## src/design/sc2asc_pkg.sv

```systemverilog
// shared types, key codes and set-1 us layout character tables
package sc2asc_pkg;

	typedef enum logic {
		CMD_SCAN = 1'b0,
		CMD_READ = 1'b1
	} cmd_e;

	localparam logic [6:0] KEY_LSHIFT = 7'h2A;
	localparam logic [6:0] KEY_RSHIFT = 7'h36;

	typedef struct packed {
		logic       command;
		logic [7:0] scancode;
	} item_t;

	typedef struct packed {
		logic [6:0] read_char;
		logic       chars_pending;
		logic       dropped;
	} result_t;

	// character request from the translator to the buffer
	typedef struct packed {
		logic       push;
		logic [6:0] ch;
	} push_req_t;

	// per-item buffer status towards the result register
	typedef struct packed {
		logic pop;
		logic drop;
		logic pending;
	} fifo_stat_t;

	function automatic logic [6:0] plain_char(input logic [6:0] code);
		logic [6:0] c;
		unique case (code)
			7'h01: c = 7'h1B;
			7'h02: c = 7'h31;
			7'h03: c = 7'h32;
			7'h04: c = 7'h33;
			7'h05: c = 7'h34;
			7'h06: c = 7'h35;
			7'h07: c = 7'h36;
			7'h08: c = 7'h37;
			7'h09: c = 7'h38;
			7'h0A: c = 7'h39;
			7'h0B: c = 7'h30;
			7'h0C: c = 7'h2D;
			7'h0D: c = 7'h3D;
			7'h0E: c = 7'h08;
			7'h0F: c = 7'h09;
			7'h10: c = 7'h71;
			7'h11: c = 7'h77;
			7'h12: c = 7'h65;
			7'h13: c = 7'h72;
			7'h14: c = 7'h74;
			7'h15: c = 7'h79;
			7'h16: c = 7'h75;
			7'h17: c = 7'h69;
			7'h18: c = 7'h6F;
			7'h19: c = 7'h70;
			7'h1A: c = 7'h5B;
			7'h1B: c = 7'h5D;
			7'h1C: c = 7'h0A;
			7'h1E: c = 7'h61;
			7'h1F: c = 7'h73;
			7'h20: c = 7'h64;
			7'h21: c = 7'h66;
			7'h22: c = 7'h67;
			7'h23: c = 7'h68;
			7'h24: c = 7'h6A;
			7'h25: c = 7'h6B;
			7'h26: c = 7'h6C;
			7'h27: c = 7'h3B;
			7'h28: c = 7'h27;
			7'h29: c = 7'h60;
			7'h2B: c = 7'h5C;
			7'h2C: c = 7'h7A;
			7'h2D: c = 7'h78;
			7'h2E: c = 7'h63;
			7'h2F: c = 7'h76;
			7'h30: c = 7'h62;
			7'h31: c = 7'h6E;
			7'h32: c = 7'h6D;
			7'h33: c = 7'h2C;
			7'h34: c = 7'h2E;
			7'h35: c = 7'h2F;
			7'h37: c = 7'h2A;
			7'h39: c = 7'h20;
			7'h4A: c = 7'h2D;
			7'h4E: c = 7'h2B;
			default: c = 7'h00;
		endcase
		return c;
	endfunction

	function automatic logic [6:0] shift_char(input logic [6:0] code);
		logic [6:0] p;
		logic [6:0] c;
		p = plain_char(code);
		unique case (code)
			7'h02: c = 7'h21;
			7'h03: c = 7'h40;
			7'h04: c = 7'h23;
			7'h05: c = 7'h24;
			7'h06: c = 7'h25;
			7'h07: c = 7'h5E;
			7'h08: c = 7'h26;
			7'h09: c = 7'h2A;
			7'h0A: c = 7'h28;
			7'h0B: c = 7'h29;
			7'h0C: c = 7'h5F;
			7'h0D: c = 7'h2B;
			7'h1A: c = 7'h7B;
			7'h1B: c = 7'h7D;
			7'h27: c = 7'h3A;
			7'h28: c = 7'h22;
			7'h29: c = 7'h7E;
			7'h2B: c = 7'h7C;
			7'h33: c = 7'h3C;
			7'h34: c = 7'h3E;
			7'h35: c = 7'h3F;
			default: begin
				// letters go to upper case, the rest are the same as unshifted
				if (p >= 7'h61 && p <= 7'h7A) begin
					c = p - 7'h20;
				end else begin
					c = p;
				end
			end
		endcase
		return c;
	endfunction

endpackage

```

## src/design/scancode_to_ascii_fifo.sv

```systemverilog
// top level: set-1 scancode translator with character buffer
// Each item is either a keyboard scancode or a read request and yields exactly
// one result in the next cycle. The block takes one item per clock: translation,
// the buffer pointer update and the buffer write or read all happen at the
// accepting edge, and the result register (with the registered buffer read
// port) holds the answer until the downstream side takes it. While a result
// waits, a new item is still taken as long as the result is taken in the same
// cycle. The buffer holds at most BUFFER_DEPTH-1 characters; a character that
// finds it full is lost and flagged with dropped. Reads from an empty buffer
// return zero. Buffer contents need no clearing after reset.
module scancode_to_ascii_fifo #(
	parameter int BUFFER_DEPTH = 256
) (
	input  logic                  clk,
	input  logic                  arst_n,
	input  logic                  item_valid,
	output logic                  item_ready,
	input  sc2asc_pkg::item_t     item,
	output logic                  result_valid,
	input  logic                  result_ready,
	output sc2asc_pkg::result_t   result
);
	import sc2asc_pkg::*;

	logic       accept;
	push_req_t  req;
	fifo_stat_t stat;
	logic [6:0] rd_data_q;
	logic       valid_s1;
	logic       pop_s1;
	logic       pending_s1;
	logic       dropped_s1;

	// the result slot frees up in the same cycle it is taken
	assign item_ready = !valid_s1 || result_ready;
	assign accept     = item_valid && item_ready;

	// shift state and table lookup
	sc2asc_xlate u_xlate (
		.clk    (clk),
		.arst_n (arst_n),
		.accept (accept),
		.item   (item),
		.req    (req)
	);

	// ring buffer with registered read data
	sc2asc_fifo #(
		.BUFFER_DEPTH (BUFFER_DEPTH)
	) u_fifo (
		.clk       (clk),
		.arst_n    (arst_n),
		.accept    (accept),
		.rd_req    (item.command == CMD_READ),
		.req       (req),
		.stat      (stat),
		.rd_data_q (rd_data_q)
	);

	// result register
	always_ff @(posedge clk or negedge arst_n) begin
		if (!arst_n) begin
			valid_s1 <= 1'b0;
		end else if (item_ready) begin
			valid_s1 <= item_valid;
		end
	end

	always_ff @(posedge clk) begin
		if (accept) begin
			pop_s1     <= stat.pop;
			pending_s1 <= stat.pending;
			dropped_s1 <= stat.drop;
		end
	end

	assign result_valid = valid_s1;

	always_comb begin
		// read data only counts when an item really popped a character
		result.read_char     = pop_s1 ? rd_data_q : 7'h00;
		result.chars_pending = pending_s1;
		result.dropped       = dropped_s1;
	end

endmodule

```

## src/design/sc2asc_xlate.sv

```systemverilog
// shift tracking and scancode to character lookup
module sc2asc_xlate (
	input  logic                    clk,
	input  logic                    arst_n,
	input  logic                    accept,
	input  sc2asc_pkg::item_t       item,
	output sc2asc_pkg::push_req_t   req
);
	import sc2asc_pkg::*;

	logic       shift_q;
	logic       is_scan;
	logic       is_release;
	logic       is_shift_key;
	logic [6:0] key;
	logic [6:0] ch;

	assign is_scan      = (item.command == CMD_SCAN);
	assign is_release   = item.scancode[7];
	assign key          = item.scancode[6:0];
	assign is_shift_key = (key == KEY_LSHIFT) || (key == KEY_RSHIFT);
	assign ch           = shift_q ? shift_char(key) : plain_char(key);

	always_comb begin
		req.ch   = ch;
		req.push = is_scan && !is_release && !is_shift_key && (ch != 7'h00);
	end

	always_ff @(posedge clk or negedge arst_n) begin
		if (!arst_n) begin
			shift_q <= 1'b0;
		end else if (accept && is_scan && is_shift_key) begin
			// press sets, release clears
			shift_q <= !is_release;
		end
	end

endmodule

```

## src/design/sc2asc_fifo.sv

```systemverilog
// character ring buffer, one slot always kept free
module sc2asc_fifo #(
	parameter int BUFFER_DEPTH = 256
) (
	input  logic                     clk,
	input  logic                     arst_n,
	input  logic                     accept,
	input  logic                     rd_req,
	input  sc2asc_pkg::push_req_t    req,
	output sc2asc_pkg::fifo_stat_t   stat,
	output logic [6:0]               rd_data_q
);
	import sc2asc_pkg::*;

	localparam int AW = (BUFFER_DEPTH > 1) ? $clog2(BUFFER_DEPTH) : 1;
	localparam logic [AW-1:0] LAST = AW'(BUFFER_DEPTH - 1);

	logic [6:0]    mem [BUFFER_DEPTH];
	logic [AW-1:0] rd_ptr_q;
	logic [AW-1:0] wr_ptr_q;
	logic [AW-1:0] rd_inc;
	logic [AW-1:0] wr_inc;
	logic [AW-1:0] rd_nxt;
	logic [AW-1:0] wr_nxt;
	logic          empty;
	logic          full;
	logic          pop;
	logic          push;

	assign rd_inc = (rd_ptr_q == LAST) ? '0 : rd_ptr_q + 1'b1;
	assign wr_inc = (wr_ptr_q == LAST) ? '0 : wr_ptr_q + 1'b1;
	assign empty  = (rd_ptr_q == wr_ptr_q);
	assign full   = (wr_inc == rd_ptr_q);
	assign pop    = rd_req && !empty;
	assign push   = req.push && !full;
	assign rd_nxt = pop ? rd_inc : rd_ptr_q;
	assign wr_nxt = push ? wr_inc : wr_ptr_q;

	always_comb begin
		stat.pop     = pop;
		stat.drop    = req.push && full;
		stat.pending = (rd_nxt != wr_nxt);
	end

	always_ff @(posedge clk or negedge arst_n) begin
		if (!arst_n) begin
			rd_ptr_q <= '0;
			wr_ptr_q <= '0;
		end else if (accept) begin
			rd_ptr_q <= rd_nxt;
			wr_ptr_q <= wr_nxt;
		end
	end

	// a pop never hits the slot being written, so old-data read is safe
	always_ff @(posedge clk) begin
		if (accept && push) begin
			mem[wr_ptr_q] <= req.ch;
		end
		if (accept && pop) begin
			rd_data_q <= mem[rd_ptr_q];
		end
	end

endmodule

```

## config.mk

```make
export PLATFORM = sky130hd
export DESIGN_NAME = scancode_to_ascii_fifo
export DESIGN_NICKNAME = d
export VERILOG_FILES = /design/src/design/sc2asc_pkg.sv /design/src/design/scancode_to_ascii_fifo.sv /design/src/design/sc2asc_xlate.sv /design/src/design/sc2asc_fifo.sv
export SDC_FILE = /design/constraint.sdc
export NUM_CORES = 2
export LEC_CHECK = 0
export BUFFER_PORTS_ARGS = -buffer_cell sky130_fd_sc_hd__buf_2
export CORE_MARGIN = 3
export CORE_UTILIZATION = 35
export DETAILED_ROUTE_END_ITERATION = 10
export SYNTH_ARGS = -nofsm -noshare
export SYNTH_HDL_FRONTEND = slang
export SYNTH_HIERARCHICAL = 1
export SYNTH_SLANG_ARGS = --single-unit
```

## constraint.sdc

```tcl
create_clock -name clk -period 30.4 [get_ports clk]
set_input_delay 0 -clock clk [delete_from_list [all_inputs] [get_ports clk]]
set_output_delay 0 -clock clk [all_outputs]
set_load 0.005 [all_outputs]
```

* Word-level counts from Yosys, hierarchy flattened
Memory sizes are Yosys's and may differ from the RTL's. A register that Yosys moved wholly into a read port is not among the register bits.
Cells that the tools add are included.
** Word-level totals
- Register bits after elaboration :: 21
- Latch bits :: 0
- RAM bits :: 1792
- Memory bits (read-only) :: 1792
- Output and inout bits :: 11
- Logic and storage cells :: 74
- Memories :: 3
** Memory list
- u_fifo.mem :: words 256, width 7, read ports 1, clocked after Yosys merged registers in 1, wr ports 1, line sc2asc_fifo.sv:18 : logic [6:0] mem [BUFFER_DEPTH];
- (no name shown) :: words 128, width 7, read ports 1, clocked after Yosys merged registers in 0, wr ports 0, line sc2asc_pkg.sv:38 : unique case (code)
- (no name shown) :: words 128, width 7, read ports 1, clocked after Yosys merged registers in 0, wr ports 0, line sc2asc_pkg.sv:38
** Cells by class
- Add/sub/neg operators :: 3
- $mul :: 0
- Div/mod/pow operators :: 0
- $lt $le $gt $ge :: 2
- Equal/unequal tests :: 28
- Shift operators :: 0
- Muxes and demuxes :: 10
- Bitwise operators :: 1
- Reduce and logical (&&, ||, !) cells :: 20
** Operators with widths (number)
- 7-bit case mux with 21 select lines :: 1
- 7-bit by 6-bit equality test with 1-bit output, second input constant :: 9
- 7-bit by 4-bit equality test with 1-bit output, second input constant :: 6
- 8-bit two-way mux :: 4
- 7-bit by 3-bit equality test with 1-bit output, second input constant :: 4
- 7-bit two-way mux :: 3
- 8-bit by 1-bit adder with 8-bit output, second input constant :: 2
- 8-bit equality test :: 2
- 8-bit equality test, second input constant :: 2
- 7-bit by 2-bit equality test with 1-bit output, second input constant :: 2
- 7-bit by 5-bit equality test with 1-bit output, second input constant :: 2
- 1-bit logical AND :: 12
- 8-bit inequality test :: 1
- 7-bit >= comparator, second input constant :: 1
- 7-bit less-or-equal comparator, second input constant :: 1
- 7-bit nonzero test :: 1
- 7-bit by 6-bit subtractor with 7-bit output, second input constant :: 1
- 1-bit zero test :: 5
- 1-bit logical OR :: 2
- 1-bit two-way mux :: 2
- 1-bit NOT :: 1

* Depth between registers and ports, before layout
An unclocked memory read counts as a cell.
- Depth after elaboration :: 12
- Gate-level depth with buffers :: 20

* Hierarchy
The synthesis kept the hierarchy.
** By module, submodules not included
- sc2asc_fifo :: times used 1, cells an instance 3070, area an instance 71003.1 sq um, seq. area each 54422.2 sq um
- sc2asc_xlate :: times used 1, cells an instance 234, area an instance 1697.9 sq um, seq. area each 25.0 sq um
- scancode_to_ascii_fifo :: times used 1, cells an instance 16, area an instance 202.7 sq um, seq. area each 115.1 sq um

* Worst setup path before layout
OpenSTA, ideal clock, no wires.
- Path kind :: input to register
- Start :: input port item[1] in the netlist's numbering
- End :: memory u_fifo.mem[219][0] (enable)
- Library setup time :: 360 ps
- Data arrival time :: 14585 ps
- Data required time :: 30040 ps
- Setup slack :: 15455 ps
- Stages :: 18
- Buffers on the path :: 3
- Cells stage by stage :: clkbuf_1 -> inv_1 -> ha_1 -> or2_2 -> a22o_1 -> a221oi_1 -> o21a_1 -> nand3_1 -> nor2_1 -> nor4_1 -> a211oi_1 -> o31a_1 -> o31ai_2 -> nor2_2 -> buf_4 -> nand3_2 -> buf_2 -> nor2_1
** RTL lines
- start: declaration :: line scancode_to_ascii_fifo.sv:18 : input sc2asc_pkg::item_t item,
- end: declaration :: line sc2asc_fifo.sv:18

==> flow_results.org <==
** Clock network
- Sink Count :: 1,820
- Worst skew pair latency :: 810 ps
- After clock tree synthesis, the clock-pin slew on the worst setup and hold paths is 60 ps.
- After clock tree synthesis, the repair step resized 0 gates.
- In this run the deepest clock path goes through 3 buffers.
- Post-CTS setup repair buffer count :: 0
- CTS Buf Count :: 183
- Buffers inserted to repair hold after CTS numbered 11.
- Clock tree from TritonCTS :: done
- Number of levels the H-tree was split into :: 4
- Clock tree root buffer cell :: sky130_fd_sc_hd__clkbuf_16

** STA
- Accumulated negative setup slack :: 0 ps
- Worst Clk Skew :: 23.9 ps
- After layout, the minimum clock period comes to 6260 ps.
- Hold Vio Cnt, Final :: 0
- Unrepaired setup endpoints after global routing :: no
- Worst slew margin :: 20.5%
- Setup ws final :: 24,140 ps
- At the pin with the least slew margin, the transition time is 1190 ps.
- Based on the critical path, the design can be clocked at up to 0.160 GHz.
- Final cycle utilization of the critical path :: 20.6%
- Total count of max-transition violations in the final report :: 0
- Setup violations remaining at the end of the flow were counted as 0.

** Placement
- Placer congestion estimate :: 0.850
- Input/output buffers :: 23
- OpenSTA, run right after detailed placement, puts the worst setup slack at 23,280 ps.
- Once detailed placement completed, the half-perimeter wirelength came to 107 mm.

** Power and ir drop
- Switching Power :: 2.01 mW
- Across the VDD grid, the largest voltage drop is 124 µV.
- Of the total power, the clock network draws 31.9%.
- In this run the static leakage power is 25.0 nW.
- Registers are responsible for 41.4% of the overall power.
- Net switching is 28.7% of the power.
- The internal power of the cells totals 4.98 mW.
- Power spread over the standard cell area amounts to 85.1 nW/µm².
- Combinational cells account for 26.7% of the total power.

** Yosys
- Number of synthesized flops with an enable pin :: 1,802
- The Yosys step of the flow raised 6 warnings.
- Counting flops with an async set or reset pin after synthesis yields a share of 0.989%.
- Syn Nets :: 3,349
- The cell count after synthesis came out at 3,320.
- Synthesis inferred 1,820 register bits.
- A synthesized cell averages 22.0 µm².
- The cell area that synthesis handed to floorplanning was 72,900 µm².
- After synthesis, the netlist uses 85 different library cells.
- Most common flop cell mapped by yosys :: sky130_fd_sc_hd__edfxtp_1
- Sequential cells were found to cover 74.8% of the synthesized design area.

** GRT
- The number of antenna violations at the first check in global routing is 3.
- Largest net degree at the start of global routing :: 155
- Summed over all layers, the global routing overflow is 0.
- Vias in the first global route :: 34,800
- Across every metal layer, demand over resource in global routing totals 17.0%.
- The first global-routing pass estimated 266 mm of wire.

** Worst setup path
- Capturing element type of the critical path :: flip-flop
- Critical path arrival :: 6680 ps
- For the worst setup path, the data required time is 30,830 ps.
- Largest fanout on the critical path :: 112
- STA classifies the critical path startpoint as a primary input.
- The setup path with the least slack is of type primary input to flip-flop.

** Detailed routing
- Uppermost routed layer :: met4
- Total via count after detailed routing :: 34,700
- For this run, design rule violations remaining after detail routing come to 0.
- TritonRoute pass-1 iters :: 5
- Post-route met1 wirelength :: 78.5 mm
- Sum of met3 wire segment lengths after detailed routing :: 12.6 mm
- Avg WL per Cell :: 29.1 µm
- Initial drt markers :: 4,173
- Per-cell via count in the routed design :: 5.51
- Remaining antenna violation count after routing :: 0
- The final layout contains routed wiring with a total length of 183 mm.
- The routed design uses 87.6 mm of met2 wire.

** Floorplan
- After floorplanning, the core was sized to cover 206,000 µm².
- # rows :: 166
- Starting utilization of the core area :: 35.4%
- Number of ports placed on the die boundary :: 24
- The die covers 214,000 µm².
- Floorplan die height :: 462 µm
- The die is 462 µm wide.

** Final layout
- Cells with a size suffix above 1 make up 27.9% of the layout.
- Leaving out fill and tap cells, the most frequent cells in the layout are sky130_fd_sc_hd__edfxtp_1 (1,802), sky130_fd_sc_hd__mux4_2 (595), sky130_fd_sc_hd__nor2_1 (295).
- From synthesis to final layout, the design area changed by 12.7%.
- Final nets :: 3,407
- Leaving out fill and tap cells, the most frequent cell in the layout is sky130_fd_sc_hd__edfxtp_1.

** Run
- Max cap viols :: 0

** Run status
- Status :: finished clean

** Min path
- Class of the worst hold path :: primary input to flip-flop
## final timing paths
path	to	slack [ps]	start	depth (start not counted)
setup / recovery	u_fifo/mem[1][4]	24140	item[2]	19
hold / removal	u_fifo/rd_ptr_q[3]	280	item_valid	4
setup reg to reg	u_fifo/mem[1][4]	24960	u_fifo/wr_ptr_q[0]	11
hold reg to reg	u_fifo/rd_ptr_q[2]	760	u_fifo/rd_ptr_q[2]	1
max in group asynchronous	u_fifo/rd_ptr_q[0]	29800	arst_n	4
min in group asynchronous	u_fifo/wr_ptr_q[2]	390	arst_n	4
## stage by stage
stage | hold slack (ps) | area [µm²] | cells | total power, mW | util (%)
floorplan | -296 | 72900 | 3320 | 4.24 | -
global placement | 84.0 | 76100 | 5954 | 4.83 | 37.0
detailed placement | 84.2 | 76100 | 5954 | 4.83 | 37.0
CTS | 209 | 82200 | 6304 | 7.06 | 39.9
global route | 258 | 82200 | 6304 | 7.23 | 39.9
finish | 283 | 82200 | 6306 | 6.99 | 39.9
## registers in the layout (all words and copies together) (netlist names)
name	flops
u_fifo/mem	1792
u_fifo/rd_ptr_q	8
u_fifo/wr_ptr_q	8
u_fifo/rd_data_q	7
dropped_s1	1
pending_s1	1
pop_s1	1
result_valid	1
u_xlate/shift_q	1
## logic make-up (layout without fill, tap and decap cells)
| family | Yosys count | count (layout) | synth area share, % |
|---|---|---|---|
| AO/OA/AOI/OAI | 133 | 133 | 1.31 |
| other | 0 | 2 | 0 |
| buffers and inverters | 229 | 441 | 1.49 |
| AND/OR/NAND/NOR | 483 | 483 | 3.10 |
| multiplexers | 614 | 614 | 18.7 |
| flip-flops | 1820 | 1820 | 74.8 |
| adder cells (fa/ha/maj) | 16 | 16 | 0.275 |
| XOR/XNOR | 25 | 25 | 0.300 |
## routing by layer
metal  vias up  global-route usage [%]
met3       238                    2.37
met5         -                       0
li1      14100                       -
met1     18800                    24.9
met2      1592                    26.5
met4         0                    4.89
## power groups by stage
stage	clock [mW]	sequential [mW]	combinational [mW]
final	2.23	2.89	1.87
after global routing	2.38	2.90	1.95
after CTS	2.28	2.89	1.89
after detailed placement	0	2.95	1.89
after global placement	0	2.94	1.88
after floorplan	0	2.91	1.34
## layout make-up
type                            count  area, µm²
Clock buffer                      227       4810
Sequential cell                  1820      54600
Tap cell                         2772       3470
Inverter                           16       67.6
Fill cell                       17900     124000
Multi-Input combinational cell   1271      17400
Timing Repair Buffer               86        713
Antenna cell                        2       5.00
Clock inverter                    112       1130
## cells in the mapped netlist, types with 15 or more instances
cell type	number	area, µm²
sky130_fd_sc_hd__edfxtp_1	1802	54100
sky130_fd_sc_hd__mux4_2	595	13400
sky130_fd_sc_hd__nand3_1	23	115
sky130_fd_sc_hd__xor2_1	15	131
sky130_fd_sc_hd__nand2_1	39	146
sky130_fd_sc_hd__buf_2	78	390
sky130_fd_sc_hd__ha_1	16	200
sky130_fd_sc_hd__clkbuf_1	92	345
sky130_fd_sc_hd__a21oi_1	26	130
sky130_fd_sc_hd__inv_1	15	56.3
sky130_fd_sc_hd__nor2b_1	16	100
sky130_fd_sc_hd__nor2_1	295	1110
sky130_fd_sc_hd__o21ai_0	24	120
sky130_fd_sc_hd__dfrtp_1	18	450
sky130_fd_sc_hd__buf_1	25	93.8
## critical path, stage by stage
cell,delay (ps)
sky130_fd_sc_hd__buf_2,570
sky130_fd_sc_hd__inv_1,380
sky130_fd_sc_hd__ha_1,290
sky130_fd_sc_hd__mux2_4,250
sky130_fd_sc_hd__a22oi_1,170
sky130_fd_sc_hd__o211ai_1,170
sky130_fd_sc_hd__nor4b_2,380
sky130_fd_sc_hd__nand2_1,100
sky130_fd_sc_hd__o211a_1,260
sky130_fd_sc_hd__or3_1,450
sky130_fd_sc_hd__a211oi_4,300
sky130_fd_sc_hd__buf_12,380
sky130_fd_sc_hd__o31a_1,410
sky130_fd_sc_hd__o31ai_2,230
sky130_fd_sc_hd__nor2_2,140
sky130_fd_sc_hd__buf_4,370
sky130_fd_sc_hd__nand3_2,680
sky130_fd_sc_hd__buf_4,480
sky130_fd_sc_hd__nor2_1,520
Note: power is estimated with default switching activity, not from simulation.
